--- src/hdl/bcs_pkg.sv ---
// bias calibration sequencer package: sizes, codes, phase encoding and
// the structs passed between the configuration, sequencing and output modules
// no dependencies
package bcs_pkg;

	localparam int DAC_BITS     = 12;
	localparam int SPAN_W       = DAC_BITS - 1;
	localparam int FIELD_W      = 12;
	localparam int SETTLE_W     = 4;
	localparam int SUM_W        = FIELD_W + 2;
	localparam int CMP_W        = 16;
	localparam int NUM_CAP      = 5;
	localparam int NUM_DRV      = 3;

	localparam logic [SETTLE_W-1:0] FIRST_SETTLE = SETTLE_W'(10);
	localparam logic [SETTLE_W-1:0] STEP_SETTLE  = SETTLE_W'(5);

	localparam logic [DAC_BITS-1:0] DAC_MAX     = {DAC_BITS{1'b1}};
	localparam logic [DAC_BITS-1:0] DAC_HALF    = {1'b1, {(DAC_BITS-1){1'b0}}};
	localparam logic [SPAN_W-1:0]   DAC_QUARTER = {1'b1, {(SPAN_W-1){1'b0}}};

	localparam logic [CMP_W-1:0] RANGE_LOW_NOM  = CMP_W'(500);
	localparam logic [CMP_W-1:0] RANGE_LOW_HIGH = CMP_W'(100);
	localparam logic [CMP_W-1:0] RANGE_TOP      = CMP_W'(3500);

	// captured code slots
	localparam logic [2:0] CAP_BORDER = 3'd0;
	localparam logic [2:0] CAP_G1_NOM = 3'd1;
	localparam logic [2:0] CAP_G2_NOM = 3'd2;
	localparam logic [2:0] CAP_G1_HI  = 3'd3;
	localparam logic [2:0] CAP_G2_HI  = 3'd4;

	// drive slots
	localparam logic [1:0] DRV_MAIN = 2'd0;
	localparam logic [1:0] DRV_G1   = 2'd1;
	localparam logic [1:0] DRV_G2   = 2'd2;

	typedef enum logic [2:0] {
		REG_VOLT_LOW      = 3'd0,
		REG_VOLT_HIGH     = 3'd1,
		REG_OFFSET_LIMIT  = 3'd2,
		REG_BORDER_STEP   = 3'd3,
		REG_BORDER_ACCEPT = 3'd4,
		REG_HIGH_TARGET   = 3'd5,
		REG_NOM_TARGET    = 3'd6,
		REG_ACCEPT_SLACK  = 3'd7
	} cfg_idx_t;

	typedef enum logic [1:0] {
		ST_IDLE = 2'd0,
		ST_BUSY = 2'd1,
		ST_FAIL = 2'd2
	} status_t;

	localparam logic [3:0] FS_NONE          = 4'd0;
	localparam logic [3:0] FS_VOLT          = 4'd1;
	localparam logic [3:0] FS_OFFSET        = 4'd2;
	localparam logic [3:0] FS_BORDER_RANGE  = 4'd3;
	localparam logic [3:0] FS_BORDER_CUR    = 4'd4;
	localparam logic [3:0] FS_G1H_RANGE     = 4'd5;
	localparam logic [3:0] FS_G1H_CUR       = 4'd6;
	localparam logic [3:0] FS_G2H_RANGE     = 4'd7;
	localparam logic [3:0] FS_G2H_CUR       = 4'd8;
	localparam logic [3:0] FS_G1N_RANGE     = 4'd9;
	localparam logic [3:0] FS_G1N_CUR       = 4'd10;
	localparam logic [3:0] FS_G2N_RANGE     = 4'd11;
	localparam logic [3:0] FS_G2N_CUR       = 4'd12;

	typedef enum logic [13:0] {
		PH_INIT      = 14'h0001,
		PH_VOLT      = 14'h0002,
		PH_OFFSET    = 14'h0004,
		PH_BORDER    = 14'h0008,
		PH_BORDER_OK = 14'h0010,
		PH_G1H       = 14'h0020,
		PH_G1H_OK    = 14'h0040,
		PH_G2H       = 14'h0080,
		PH_G2H_OK    = 14'h0100,
		PH_G1N       = 14'h0200,
		PH_G1N_OK    = 14'h0400,
		PH_G2N       = 14'h0800,
		PH_G2N_OK    = 14'h1000,
		PH_END       = 14'h2000
	} phase_t;

	typedef struct packed {
		logic [FIELD_W-1:0] volt_low;
		logic [FIELD_W-1:0] volt_high;
		logic [FIELD_W-1:0] offset_limit;
		logic [FIELD_W-1:0] border_step;
		logic [FIELD_W-1:0] border_accept;
		logic [FIELD_W-1:0] high_target;
		logic [FIELD_W-1:0] nom_target;
		logic [FIELD_W-1:0] accept_slack;
	} cfg_t;

	typedef struct packed {
		logic [1:0]         status;
		logic [3:0]         fail_stage;
		logic [FIELD_W-1:0] main_bias_drive;
		logic [FIELD_W-1:0] gate1_drive;
		logic [FIELD_W-1:0] gate2_drive;
		logic               supply_enable;
		logic               supply_level;
		logic [FIELD_W-1:0] border_code;
		logic [FIELD_W-1:0] gate1_nominal_code;
		logic [FIELD_W-1:0] gate2_nominal_code;
		logic [FIELD_W-1:0] gate1_high_code;
		logic [FIELD_W-1:0] gate2_high_code;
	} res_t;

endpackage

--- src/hdl/bcs_cfg.sv ---
// configuration register file of the bias calibration sequencer
// depends on bcs_pkg
module bcs_cfg import bcs_pkg::*; (
	input  logic               clk,
	input  logic               arst_n,
	input  logic               wr_en,
	input  logic [2:0]         wr_index,
	input  logic [FIELD_W-1:0] wr_data,
	output cfg_t               cfg
);

	cfg_t cfg_q;

	always_ff @(posedge clk or negedge arst_n) begin
		if (!arst_n) begin
			cfg_q.volt_low      <= FIELD_W'(2250);
			cfg_q.volt_high     <= FIELD_W'(2550);
			cfg_q.offset_limit  <= FIELD_W'(20);
			cfg_q.border_step   <= FIELD_W'(10);
			cfg_q.border_accept <= FIELD_W'(40);
			cfg_q.high_target   <= FIELD_W'(600);
			cfg_q.nom_target    <= FIELD_W'(200);
			cfg_q.accept_slack  <= FIELD_W'(50);
		end else if (wr_en) begin
			case (cfg_idx_t'(wr_index))
				REG_VOLT_LOW:      cfg_q.volt_low      <= wr_data;
				REG_VOLT_HIGH:     cfg_q.volt_high     <= wr_data;
				REG_OFFSET_LIMIT:  cfg_q.offset_limit  <= wr_data;
				REG_BORDER_STEP:   cfg_q.border_step   <= wr_data;
				REG_BORDER_ACCEPT: cfg_q.border_accept <= wr_data;
				REG_HIGH_TARGET:   cfg_q.high_target   <= wr_data;
				REG_NOM_TARGET:    cfg_q.nom_target    <= wr_data;
				REG_ACCEPT_SLACK:  cfg_q.accept_slack  <= wr_data;
				default:           cfg_q <= cfg_q;
			endcase
		end
	end

	assign cfg = cfg_q;

endmodule

--- src/hdl/bcs_core.sv ---
// sequencing state of the calibration and its per-tick next-state logic
// depends on bcs_pkg
module bcs_core import bcs_pkg::*; (
	input  logic               clk,
	input  logic               arst_n,
	input  logic               advance,
	input  logic               start_req,
	input  logic [FIELD_W-1:0] bar_current,
	input  logic [FIELD_W-1:0] bar_voltage,
	input  cfg_t               cfg,
	output res_t               res
);

	phase_t                            phase_q,  phase_n;
	logic [SETTLE_W-1:0]               settle_q, settle_n;
	logic [DAC_BITS-1:0]               sval_q,   sval_n;
	logic [SPAN_W-1:0]                 span_q,   span_n;
	logic [FIELD_W-1:0]                off_q,    off_n;
	logic [FIELD_W-1:0]                bord_q,   bord_n;
	logic [NUM_CAP-1:0][DAC_BITS-1:0]  cap_q,    cap_n;
	logic [NUM_DRV-1:0][DAC_BITS-1:0]  drv_q,    drv_n;
	logic                              err_q,    err_n;
	logic [3:0]                        fail_q,   fail_n;
	logic                              sup_on_q, sup_on_n;
	logic                              sup_op_q, sup_op_n;

	// per-gate selections
	logic [1:0]          g_drv, g_oth;
	logic [2:0]          g_cap;
	logic [FIELD_W-1:0]  g_tgt;
	logic [CMP_W-1:0]    g_lo;
	logic [3:0]          g_stage;
	phase_t              g_next;
	logic                g_last;

	logic                waiting;
	logic [SUM_W-1:0]    off2, gate_sum;
	logic                up_border, up_gate, step_up, step_done, in_range;
	logic [DAC_BITS-1:0] step_val;
	logic [SPAN_W-1:0]   step_span;
	logic                busy;

	always_comb begin
		g_drv   = DRV_G1;
		g_oth   = DRV_G2;
		g_cap   = CAP_G1_HI;
		g_tgt   = cfg.high_target;
		g_lo    = RANGE_LOW_HIGH;
		g_stage = FS_G1H_RANGE;
		g_next  = PH_G1H_OK;
		g_last  = 1'b0;

		phase_n  = phase_q;
		settle_n = settle_q;
		sval_n   = sval_q;
		span_n   = span_q;
		off_n    = off_q;
		bord_n   = bord_q;
		cap_n    = cap_q;
		drv_n    = drv_q;
		err_n    = err_q;
		fail_n   = fail_q;
		sup_on_n = sup_on_q;
		sup_op_n = sup_op_q;

		if (settle_n != '0)
			settle_n = settle_n - SETTLE_W'(1);
		if (start_req) begin
			cap_n   = {NUM_CAP{DAC_MAX}};
			phase_n = PH_INIT;
		end
		waiting = (settle_n != '0);

		if (phase_n inside {PH_G1H, PH_G1H_OK}) begin
			g_stage = (phase_n == PH_G1H) ? FS_G1H_RANGE : FS_G1H_CUR;
			g_next  = (phase_n == PH_G1H) ? PH_G1H_OK : PH_G2H;
		end else if (phase_n inside {PH_G2H, PH_G2H_OK}) begin
			g_drv   = DRV_G2;
			g_oth   = DRV_G1;
			g_cap   = CAP_G2_HI;
			g_stage = (phase_n == PH_G2H) ? FS_G2H_RANGE : FS_G2H_CUR;
			g_next  = (phase_n == PH_G2H) ? PH_G2H_OK : PH_G1N;
		end else if (phase_n inside {PH_G1N, PH_G1N_OK}) begin
			g_cap   = CAP_G1_NOM;
			g_tgt   = cfg.nom_target;
			g_lo    = RANGE_LOW_NOM;
			g_stage = (phase_n == PH_G1N) ? FS_G1N_RANGE : FS_G1N_CUR;
			g_next  = (phase_n == PH_G1N) ? PH_G1N_OK : PH_G2N;
		end else if (phase_n inside {PH_G2N, PH_G2N_OK}) begin
			g_drv   = DRV_G2;
			g_oth   = DRV_G1;
			g_cap   = CAP_G2_NOM;
			g_tgt   = cfg.nom_target;
			g_lo    = RANGE_LOW_NOM;
			g_stage = (phase_n == PH_G2N) ? FS_G2N_RANGE : FS_G2N_CUR;
			g_next  = (phase_n == PH_G2N) ? PH_G2N_OK : PH_END;
			g_last  = 1'b1;
		end

		off2      = {1'b0, off_q, 1'b0};
		gate_sum  = SUM_W'(bord_q) + SUM_W'(g_tgt);
		up_border = SUM_W'(bar_current) > off2 + SUM_W'(cfg.border_step);
		up_gate   = SUM_W'(bar_current) > gate_sum;
		step_up   = (phase_n == PH_BORDER) ? up_border : up_gate;
		step_val  = step_up ? sval_q + DAC_BITS'(span_q) : sval_q - DAC_BITS'(span_q);
		step_span = span_q >> 1;
		step_done = (step_span == '0);
		in_range  = (CMP_W'(step_val) > g_lo) && (CMP_W'(step_val) < RANGE_TOP);

		case (phase_n)
			PH_INIT: begin
				err_n    = 1'b0;
				fail_n   = FS_NONE;
				sup_on_n = 1'b1;
				sup_op_n = 1'b0;
				drv_n    = {NUM_DRV{DAC_MAX}};
				settle_n = FIRST_SETTLE;
				phase_n  = PH_VOLT;
			end
			PH_VOLT: begin
				if (!waiting) begin
					if (bar_voltage > cfg.volt_low && bar_voltage < cfg.volt_high) begin
						off_n   = bar_current;
						phase_n = PH_OFFSET;
					end else begin
						sup_on_n = 1'b0;
						err_n    = 1'b1;
						fail_n   = FS_VOLT;
						phase_n  = PH_END;
					end
				end
			end
			PH_OFFSET: begin
				if (off_q < cfg.offset_limit) begin
					sval_n          = DAC_HALF;
					span_n          = DAC_QUARTER;
					drv_n[DRV_MAIN] = DAC_HALF;
					settle_n        = STEP_SETTLE;
					phase_n         = PH_BORDER;
				end else begin
					err_n   = 1'b1;
					fail_n  = FS_OFFSET;
					phase_n = PH_END;
				end
			end
			PH_BORDER: begin
				if (!waiting) begin
					sval_n          = step_val;
					span_n          = step_span;
					drv_n[DRV_MAIN] = step_val;
					if (step_done) begin
						cap_n[CAP_BORDER] = step_val;
						if ((CMP_W'(step_val) > RANGE_LOW_NOM) &&
						    (CMP_W'(step_val) < RANGE_TOP)) begin
							phase_n = PH_BORDER_OK;
						end else begin
							drv_n[DRV_MAIN] = DAC_MAX;
							err_n           = 1'b1;
							fail_n          = FS_BORDER_RANGE;
							phase_n         = PH_END;
						end
					end else begin
						settle_n = STEP_SETTLE;
					end
				end
			end
			PH_BORDER_OK: begin
				if (SUM_W'(bar_current) < off2 + SUM_W'(cfg.border_accept)) begin
					bord_n        = bar_current;
					sval_n        = DAC_HALF;
					span_n        = DAC_QUARTER;
					drv_n[DRV_G1] = DAC_HALF;
					settle_n      = STEP_SETTLE;
					phase_n       = PH_G1H;
				end else begin
					err_n   = 1'b1;
					fail_n  = FS_BORDER_CUR;
					phase_n = PH_END;
				end
			end
			PH_G1H, PH_G2H, PH_G1N, PH_G2N: begin
				if (!waiting) begin
					sval_n       = step_val;
					span_n       = step_span;
					drv_n[g_drv] = step_val;
					if (step_done) begin
						cap_n[g_cap] = step_val;
						if (in_range) begin
							phase_n = g_next;
						end else begin
							drv_n   = {NUM_DRV{DAC_MAX}};
							err_n   = 1'b1;
							fail_n  = g_stage;
							phase_n = PH_END;
						end
					end else begin
						settle_n = STEP_SETTLE;
					end
				end
			end
			PH_G1H_OK, PH_G2H_OK, PH_G1N_OK, PH_G2N_OK: begin
				if (SUM_W'(bar_current) < gate_sum + SUM_W'(cfg.accept_slack)) begin
					if (!g_last) begin
						drv_n[g_drv] = DAC_MAX;
						sval_n       = DAC_HALF;
						span_n       = DAC_QUARTER;
						drv_n[g_oth] = DAC_HALF;
						settle_n     = STEP_SETTLE;
						phase_n      = g_next;
					end else begin
						drv_n[DRV_MAIN] = cap_n[CAP_BORDER];
						drv_n[DRV_G1]   = cap_n[CAP_G1_NOM];
						drv_n[DRV_G2]   = cap_n[CAP_G2_NOM];
						sup_on_n        = 1'b1;
						sup_op_n        = 1'b1;
						phase_n         = PH_END;
					end
				end else begin
					drv_n   = {NUM_DRV{DAC_MAX}};
					err_n   = 1'b1;
					fail_n  = g_stage;
					phase_n = PH_END;
				end
			end
			default: begin
				// end phase, and any code outside the encoding, holds still
			end
		endcase
	end

	always_ff @(posedge clk or negedge arst_n) begin
		if (!arst_n) begin
			phase_q  <= PH_END;
			settle_q <= '0;
			sval_q   <= DAC_MAX;
			span_q   <= '0;
			off_q    <= '0;
			bord_q   <= '0;
			cap_q    <= {NUM_CAP{DAC_MAX}};
			drv_q    <= {NUM_DRV{DAC_MAX}};
			err_q    <= 1'b0;
			fail_q   <= FS_NONE;
			sup_on_q <= 1'b0;
			sup_op_q <= 1'b0;
		end else if (advance) begin
			phase_q  <= phase_n;
			settle_q <= settle_n;
			sval_q   <= sval_n;
			span_q   <= span_n;
			off_q    <= off_n;
			bord_q   <= bord_n;
			cap_q    <= cap_n;
			drv_q    <= drv_n;
			err_q    <= err_n;
			fail_q   <= fail_n;
			sup_on_q <= sup_on_n;
			sup_op_q <= sup_op_n;
		end
	end

	// result reflects the state after this transaction
	always_comb begin
		busy = phase_n inside {PH_INIT, PH_VOLT, PH_OFFSET, PH_BORDER, PH_BORDER_OK,
		                       PH_G1H, PH_G1H_OK, PH_G2H, PH_G2H_OK,
		                       PH_G1N, PH_G1N_OK, PH_G2N, PH_G2N_OK};
		if (err_n)
			res.status = ST_FAIL;
		else if (busy)
			res.status = ST_BUSY;
		else
			res.status = ST_IDLE;
		res.fail_stage         = fail_n;
		res.main_bias_drive    = FIELD_W'(drv_n[DRV_MAIN]);
		res.gate1_drive        = FIELD_W'(drv_n[DRV_G1]);
		res.gate2_drive        = FIELD_W'(drv_n[DRV_G2]);
		res.supply_enable      = sup_on_n;
		res.supply_level       = sup_op_n;
		res.border_code        = FIELD_W'(cap_n[CAP_BORDER]);
		res.gate1_nominal_code = FIELD_W'(cap_n[CAP_G1_NOM]);
		res.gate2_nominal_code = FIELD_W'(cap_n[CAP_G2_NOM]);
		res.gate1_high_code    = FIELD_W'(cap_n[CAP_G1_HI]);
		res.gate2_high_code    = FIELD_W'(cap_n[CAP_G2_HI]);
	end

endmodule

--- src/hdl/bcs_outbuf.sv ---
// output register of the bias calibration sequencer with its handshake
// depends on bcs_pkg
module bcs_outbuf import bcs_pkg::*; (
	input  logic clk,
	input  logic arst_n,
	input  logic load,
	input  res_t res_in,
	input  logic take,
	output logic full,
	output res_t res_out
);

	logic full_q;
	res_t res_q;

	always_ff @(posedge clk or negedge arst_n) begin
		if (!arst_n)
			full_q <= 1'b0;
		else if (load)
			full_q <= 1'b1;
		else if (take)
			full_q <= 1'b0;
	end

	always_ff @(posedge clk) begin
		if (load)
			res_q <= res_in;
	end

	assign full    = full_q;
	assign res_out = res_q;

endmodule

--- src/hdl/bias_calibration_sequencer_top.sv ---
// Bias calibration sequencer: one transaction per tick of measurement; the
// result of a tick appears in the output register on the next clock. An item
// is taken in every cycle while the output register is empty or being read
// in the same cycle, so the sustained rate is one item per clock; the whole
// step (compare, add or subtract, phase change) sits between the state
// registers and the output register. Configuration writes are taken at once.
// depends on bcs_pkg, bcs_cfg, bcs_core, bcs_outbuf
module bias_calibration_sequencer_top import bcs_pkg::*; (
	input  logic               clk,
	input  logic               arst_n,
	input  logic               in_valid,
	output logic               in_ready,
	input  logic               start_req,
	input  logic [FIELD_W-1:0] bar_current,
	input  logic [FIELD_W-1:0] bar_voltage,
	output logic               out_valid,
	input  logic               out_ready,
	output logic [1:0]         status,
	output logic [3:0]         fail_stage,
	output logic [FIELD_W-1:0] main_bias_drive,
	output logic [FIELD_W-1:0] gate1_drive,
	output logic [FIELD_W-1:0] gate2_drive,
	output logic               supply_enable,
	output logic               supply_level,
	output logic [FIELD_W-1:0] border_code,
	output logic [FIELD_W-1:0] gate1_nominal_code,
	output logic [FIELD_W-1:0] gate2_nominal_code,
	output logic [FIELD_W-1:0] gate1_high_code,
	output logic [FIELD_W-1:0] gate2_high_code,
	input  logic               cfg_valid,
	output logic               cfg_ready,
	input  logic [2:0]         cfg_index,
	input  logic [FIELD_W-1:0] cfg_data
);

	cfg_t cfg;
	res_t res_next, res_reg;
	logic full, accept;

	assign cfg_ready = 1'b1;
	assign in_ready  = !full || out_ready;
	assign accept    = in_valid && in_ready;

	bcs_cfg u_cfg (
		.clk      (clk),
		.arst_n   (arst_n),
		.wr_en    (cfg_valid),
		.wr_index (cfg_index),
		.wr_data  (cfg_data),
		.cfg      (cfg)
	);

	bcs_core u_core (
		.clk         (clk),
		.arst_n      (arst_n),
		.advance     (accept),
		.start_req   (start_req),
		.bar_current (bar_current),
		.bar_voltage (bar_voltage),
		.cfg         (cfg),
		.res         (res_next)
	);

	bcs_outbuf u_outbuf (
		.clk     (clk),
		.arst_n  (arst_n),
		.load    (accept),
		.res_in  (res_next),
		.take    (out_ready),
		.full    (full),
		.res_out (res_reg)
	);

	assign out_valid          = full;
	assign status             = res_reg.status;
	assign fail_stage         = res_reg.fail_stage;
	assign main_bias_drive    = res_reg.main_bias_drive;
	assign gate1_drive        = res_reg.gate1_drive;
	assign gate2_drive        = res_reg.gate2_drive;
	assign supply_enable      = res_reg.supply_enable;
	assign supply_level       = res_reg.supply_level;
	assign border_code        = res_reg.border_code;
	assign gate1_nominal_code = res_reg.gate1_nominal_code;
	assign gate2_nominal_code = res_reg.gate2_nominal_code;
	assign gate1_high_code    = res_reg.gate1_high_code;
	assign gate2_high_code    = res_reg.gate2_high_code;

endmodule
--- config.mk ---
export PLATFORM = sky130hd
export DESIGN_NAME = bias_calibration_sequencer_top
export DESIGN_NICKNAME = d
export VERILOG_FILES = /design/src/hdl/bcs_pkg.sv /design/src/hdl/bcs_cfg.sv /design/src/hdl/bcs_core.sv /design/src/hdl/bcs_outbuf.sv /design/src/hdl/bias_calibration_sequencer_top.sv
export SDC_FILE = /design/constraint.sdc
export NUM_CORES = 1
export LEC_CHECK = 0
export BUFFER_PORTS_ARGS = -buffer_cell sky130_fd_sc_hd__clkbuf_2
export CORE_AREA = 2 2 195 216
export DETAILED_ROUTE_END_ITERATION = 16
export DIE_AREA = 0 0 197 218
export HOLD_SLACK_MARGIN = 0.05
export PLACE_DENSITY_LB_ADDON = 0.15
export SKIP_CTS_REPAIR_TIMING = 1
export SYNTH_ARGS = -nofsm -noshare
export SYNTH_HDL_FRONTEND = slang
export SYNTH_SLANG_ARGS = --single-unit
--- constraint.sdc ---
create_clock -name clk -period 12.47 [get_ports clk]
set_clock_uncertainty 0.15 [all_clocks]
set_input_delay 3.1175 -clock clk [delete_from_list [all_inputs] [get_ports clk]]
set_output_delay 3.1175 -clock clk [all_outputs]
set_load 0.05 [all_outputs]
==> impl_results.md, run 1 <==
* 1st-iter DRT viols at 1801
* Synth-to-layout area growth at 12.80%
* Site row count at 78
* CTS Sinks at 369
* Critical path endpoint category: flop
* CP max stage delay at 0.47 ns
* Layout cell share with drive strength beyond 1 at 23.85%
* Clock slew at reported path FFs at about 0.06 ns
* Placed instance count at 2889
* Largest net degree at the start of global routing at 167
* NumNets Final at 2607
* Later-pin clock latency in the skew report at around 0.58 ns
* NetSw at 1.090 mW
* Main synth FF type: dfstp_2
* Final core utilization at 61.09%
* Fin cells at 2969
* DIE AREA at roughly 43000 um^2
* Post-route cell area at 24920 um^2
* DIE WIDTH at roughly 200 um
* Cell Area, Synth at roughly 22000 um^2
* Final setup violation count at 0
* Hold Crit Start: u_core.cap_q[39]
* Post-synthesis sequential area ratio at 44.93%
* Crit start category: primary input
* Max clock buf depth at 3
* First-pass GRT wire length at 102300 um
* Status: complete, no violations
* I/O Pins at 152
* Internal at 2.409 mW
* Crit path max-delay cell type: fa_1
* CP most frequent cell: a21oi_1
* Most frequent cells in the layout: nand2_1, nor2_1, a21oi_1, clkbuf_2, ha_1
* Pwr dens at 140.4 nW/um^2
* Vias in the first global route at roughly 18k
* WL final at approximately 66000 um
* H-Tree Depth at 2
* CTS Buf Count at 42
* 1st-pass router iterations at 6
* Root buffer cell: clkbuf_16
* Proportion of power drawn by combinational gates at 23.8%
* Count of cell types in the netlist at 95
* Clock power share at 34.1%
* Port bufs at 150
* Starting Density at 54.16%
* DRT antenna net count at 0
* Req. time, crit path at 12.74 ns
* Hold Path Stages at 2
* Synthesized area per cell at roughly 9.7 um^2
* Via count at 18.58k
* CORE AREA at 40790 um^2
* Hold EP: u_core.cap_q[39]
* Wire per inst at 22.16 um
* Fin crit period at 11.77 ns
* Flop pwr share at 42.1%
* Total leakage power at 10.40 nW
* R2r setup slk at approximately 2.7 ns
* DRC at 0
* Most common cell after layout, fill and taps aside: nand2_1
* RSZ-0062 raised after global routing: no
* Initial antenna violation count at 0
* Grt total ovfl at 0
* RR Startpoint: u_core.phase_q[7]
* Max cap viols at 0
* Final Cycle Share at 94.41%
* Sw Ratio at 31.16%
* Number of synthesis warnings at 0
* IR drop worst, VDD at around 110 uV
* Syn nets at 2460
* CP Data Arrival Time at 12.04 ns
* Relative slew slack at 15.51%
* Min-Delay Path Class: flop to flop
* Via density at ~6.3
* Die H at 218 um
* Min Hold Slack at 0.3056 ns
* R2r endpoint: u_outbuf.res_out[64]
* Hold violation total from the final report at 0
* Reg2Reg Depth at 44
* Setup CP Type: primary input to flop
* Slew Limit Fails at 0
* Crit-path max FO at 9
* Placed instance area at 23550 um^2
* Synth async-reset ratio at 71.82%
* FMAX at around 0.085 GHz
* Fillers at 3516
* EDFF count, synth at between 100 and 150
* All-Layer GR Usage at 30.69%
* Diodes inserted at 0
* Slew @ Worst Pin at 1.258 ns
* CTS tree: yes
* Post-synthesis instance total at 2268
* DP HPWL at roughly 47000 um
* Global placer's final weighted congestion at 0.9563
* Seq cells post-synth at 369
## critical path, delay by kind of cell
kind	cells	cell delay, ns
AOI/OAI and AO/OA	24	4.74
and+or+nand+nor	10	1.50
adders and majority gates	4	1.37
buffers and inverters	5	0.48
xor gates and xnor gates	2	0.44
muxes	1	0.38
## layout make-up
class | count | area, um^2 | area share, %
clock buffer | 59 | 1135 | 4.554
sequential | 369 | 9927 | 39.83
tap | 520 | 650.6 | 2.611
inverter | 95 | 364.1 | 1.461
timing repair buffer | 211 | 1231 | 4.940
clock inverter | 19 | 161.4 | 0.6477
multi-input combinational | 1696 | 11450 | 45.95
## synthesized netlist by cell type, types with 6 or more instances
| cell | count | area (um^2) |
|---|---|---|
| o211ai_1 | 6 | 45.04 |
| o21ai_1 | 22 | 110.1 |
| nand3_1 | 45 | 225.2 |
| nand2b_1 | 32 | 200.2 |
| nor2_1 | 178 | 668.1 |
| a21oi_1 | 157 | 785.8 |
| o21ai_0 | 141 | 705.7 |
| and3_1 | 8 | 50.05 |
| xor2_1 | 20 | 175.2 |
| a2bb2oi_1 | 7 | 61.31 |
| inv_1 | 95 | 356.6 |
| and2_1 | 21 | 131.4 |
| dfstp_2 | 138 | 3626 |
| a32o_1 | 18 | 180.2 |
| a211o_1 | 7 | 61.31 |
| or4_1 | 8 | 60.06 |
| o21a_1 | 31 | 232.7 |
| edfxtp_1 | 104 | 3123 |
| o22ai_1 | 10 | 62.56 |
| nor2b_1 | 9 | 56.30 |
| nor4_1 | 15 | 93.84 |
| buf_2 | 9 | 45.04 |
| or3_1 | 15 | 93.84 |
| a32oi_1 | 8 | 70.07 |
| nand4b_1 | 7 | 61.31 |
| a21o_1 | 36 | 270.3 |
| dfrtp_1 | 127 | 3178 |
| clkbuf_1 | 85 | 319.1 |
| o31ai_1 | 28 | 210.2 |
| nor3_1 | 83 | 415.4 |
| buf_1 | 9 | 33.78 |
| mux2_2 | 129 | 1453 |
| o21bai_1 | 13 | 97.59 |
| nand4_1 | 26 | 162.7 |
| a31oi_1 | 36 | 225.2 |
| nor3b_1 | 7 | 52.55 |
| xnor2_1 | 33 | 289.0 |
| nand2_1 | 267 | 1002 |
| a211oi_1 | 18 | 135.1 |
| ha_1 | 142 | 1777 |
## per-layer routing
metal | up-vias | part of all wire, % | track usage, % | routed length (um)
li1 | 8603 | - | - | -
met1 | 9081 | 45 | 43.92 | 29900
met2 | 759 | 44 | 46.88 | 28750
met3 | 140 | 7.7 | 5.552 | 5078
met4 | 0 | 3.1 | 10.85 | 2069
met5 | - | 0 | 0 | 0
## logic make-up (layout without fill, tap and decap cells)
family,Yosys count,in the layout,synth area share [%]
xor+xnor,53,53,2.101
flops,369,369,44.93
fa+ha+maj,147,147,8.495
compound gates,616,616,18.22
buf+inv,203,384,3.653
other cells,1,1,0.01697
simple gates,749,749,15.96
mux,130,130,6.620
## worst max-delay path by stage
stage               from  slack, ns                     to
4_1_cts        start_req       0.35  u_outbuf.res_out[101]
2_1_floorplan  start_req       0.13  u_outbuf.res_out[101]
3_5_place_dp   start_req      -0.20  u_outbuf.res_out[101]
3_3_place_gp   start_req       0.19  u_outbuf.res_out[101]
5_1_grt        start_req     0.0006   u_outbuf.res_out[81]
6_report       start_req       0.70   u_outbuf.res_out[64]
## per-stage QoR
step                      worst slack [ns]  setup TNS, ns  power (mW)
after floorplan                     0.1280              0       2.071
after global placement              0.1869              0       2.271
after detailed placement           -0.2042         -1.069       2.305
after CTS                           0.3510              0       3.508
after global routing             0.0005720              0       3.666
final                               0.6976              0       3.499
## power by group through the flow
stage,combinational (mW),sequential [mW],clock [mW]
finish,0.831,1.47,1.19
global route,0.919,1.49,1.26
CTS,0.820,1.47,1.22
detailed placement,0.814,1.49,0
global placement,0.783,1.49,0
floorplan,0.551,1.52,0
## flip-flops by register name, summed over array words and instances (netlist names)
name / flops
u_outbuf.res_out: 104
u_cfg.cfg: 96
u_core.cap_q: 60
u_core.drv_q: 36
u_core.phase_q: 14
u_core.bord_q: 12
u_core.off_q: 12
u_core.sval_q: 12
u_core.span_q: 11
u_core.fail_q: 4
u_core.settle_q: 4
u_core.err_q: 1
u_core.sup_on_q: 1
u_core.sup_op_q: 1
u_outbuf.full: 1
(Power assumes the default switching activity.)
==> inputs of run 2 (changes only) <==
Settings changed: CORE_AREA 2 2 195 216 to 2 2 262 290, DIE_AREA 0 0 197 218 to 0 0 264 292.
==> run 2 against run 1 <==
Effect of this change: power is 5.7% higher; first-iteration DRC count is 23% lower; clock-buffer cell count is 5 lower; sequential share of layout area is 1.5 points lower; final cell count is 16% higher; die area is 79% higher; critical path type unchanged; critical endpoint is now u_core.drv_q[22]; highest routed layer unchanged.
==> impl_results.md, run 2 (synthesized netlist as in run 1, its figures left out) <==
* Die H at roughly 290 um
* Final core utilization at 34.91%
* Total power at 3.698 mW
* Reg2Reg Depth at 46
* Post-route cell area at 25870 um^2
* Via density at around 5.4
* First-pass GRT wire length at 116300 um
* CP max stage delay at 0.43 ns
* Crit path max-delay cell type: fa_1
* Setup CP Type: primary input to flop
* Diodes inserted at 0
* Layout cell share with drive strength beyond 1 at ~25%
* DIE AREA at 77090 um^2
* Crit start category: primary input
* 1st-pass router iterations at 5
* Most frequent cells in the layout: nand2_1, nor2_1, a21oi_1, clkbuf_2, ha_1
* R2r setup slk at 2.85 ns
* DRC at 0
* CORE AREA at 74100 um^2
* Hold Path Stages at 2
* CTS tree: yes
* CTS Buf Count at 45
* Global placer's final weighted congestion at roughly 0.87
* Slew Limit Fails at 0
* IR drop worst, VDD at about 90 uV
* Max cap viols at 0
* Synth-to-layout area growth at 17.08%
* Status: complete, no violations
* Most common cell after layout, fill and taps aside: nand2_1
* All-Layer GR Usage at roughly a fifth
* RR Startpoint: u_core.phase_q[6]
* FMAX at 0.08524 GHz
* Min-Delay Path Class: flop to flop
* I/O Pins at 152
* Hold Crit Start: u_core.cap_q[45]
* DIE WIDTH at 264 um
* Port bufs at 150
* DRT antenna net count at 0
* DP HPWL at 54140 um
* Placed instance count at 3353
* Fin crit period at 11.73 ns
* Max reg flops at about 100
* Slew @ Worst Pin at 1.190 ns
* Critical path endpoint category: flop
* Later-pin clock latency in the skew report at 0.59 ns
* Via count at 18.40k
* Grt total ovfl at 0
* Req. time, crit path at 12.85 ns
* CTS Sinks at about 370
* RSZ-0062 raised after global routing: no
* Largest net degree at the start of global routing at between 100 and 150
* Clock slew at reported path FFs at 0.06 ns
* H-Tree Depth at 2
* Hold EP: u_core.cap_q[45]
* Max clock buf depth at 3
* CP Data Arrival Time at around 12 ns
* Wire per inst at about 22 um
* Fillers at around 7.6k
* Fin cells at 3434
* Initial antenna violation count at 0
* Crit-path max FO at 15
* NumNets Final at approximately 2.6k
* R2r endpoint: u_core.drv_q[22]
* Placed instance area at 24290 um^2
* Root buffer cell: clkbuf_16
* Relative slew slack at 20.23%
* WL final at roughly 75000 um
* Vias in the first global route at ~18k
* Final Cycle Share at 94.08%
* Pwr dens at 142.9 nW/um^2
* Hold violation total from the final report at 0
* Final setup violation count at 0
* 1st-iter DRT viols at 1389
* CP most frequent cell: a21oi_1
* Site row count at between 100 and 150
* Starting Density at 29.82%
* Total leakage power at 10.62 nW
## run 2: changes by cell type in the layout (fill, tap and decap cells not counted), moves of 2 or more
cell | previous run | this run
buf_4 | 60 | 79
clkbuf_1 | 15 | 7
bufinv_16 | 2 | 7
clkbuf_16 | 42 | 46
clkinv_4 | 1 | 3
nor3_2 | 7 | 5
## run 2: layout make-up
type / count / area (um^2) / area share, %
timing repair buffer: 230 / 1389 / 5.369
inverter: 95 / 364.1 / 1.408
clock buffer: 54 / 1191 / 4.605
sequential: 369 / 9927 / 38.38
multi-input combinational: 1696 / 11460 / 44.30
clock inverter: 27 / 331.6 / 1.282
tap: 963 / 1205 / 4.658
## run 2: worst max-delay path by stage
stage | start | end | slack [ns] | cells after the start
finish | start_req | u_core.drv_q[22] | 0.74 | 47
global placement | start_req | u_core.fail_q[3] | 0.13 | 45
detailed placement | start_req | u_outbuf.res_out[100] | -0.12 | 45
global route | start_req | u_outbuf.res_out[101] | 0.0006 | 45
floorplan | start_req | u_outbuf.res_out[101] | 0.13 | 47
CTS | start_req | u_outbuf.res_out[100] | 0.43 | 45
## run 2: critical path: cells and delay by family
| kind | cells | cell delay, ns |
|---|---|---|
| AOI/OAI and AO/OA | 22 | 4.20 |
| and+or+nand+nor | 12 | 1.95 |
| adders and majority gates | 4 | 1.32 |
| buffers and inverters | 6 | 0.72 |
| xor gates and xnor gates | 2 | 0.41 |
| muxes | 1 | 0.38 |
## run 2: power by group
group	switching [mW]	leakage [nW]	internal, mW	total, mW
logic	0.520	6.01	0.327	0.847
clock network	0.547	0.746	0.826	1.37
registers	0.0695	3.87	1.41	1.48
total	1.14	10.6	2.56	3.70
## run 2: layer usage
metal	up-vias	global-route usage, %	wire [um]
li1	8642	-	-
met1	9105	26.11	33760
met2	536	32.29	35240
met3	115	3.120	4246
met4	0	5.529	2061
met5	-	0	0
## run 2: metrics by stage
step | TNS, ns | hold WS (ns) | setup WS, ns
2_1_floorplan | 0 | 0.2891 | 0.1280
3_3_place_gp | 0 | 0.2963 | 0.1323
3_5_place_dp | -0.5155 | 0.2984 | -0.1244
4_1_cts | 0 | 0.3083 | 0.4297
5_1_grt | 0 | 0.3236 | 0.0005782
6_report | 0 | 0.3061 | 0.7384
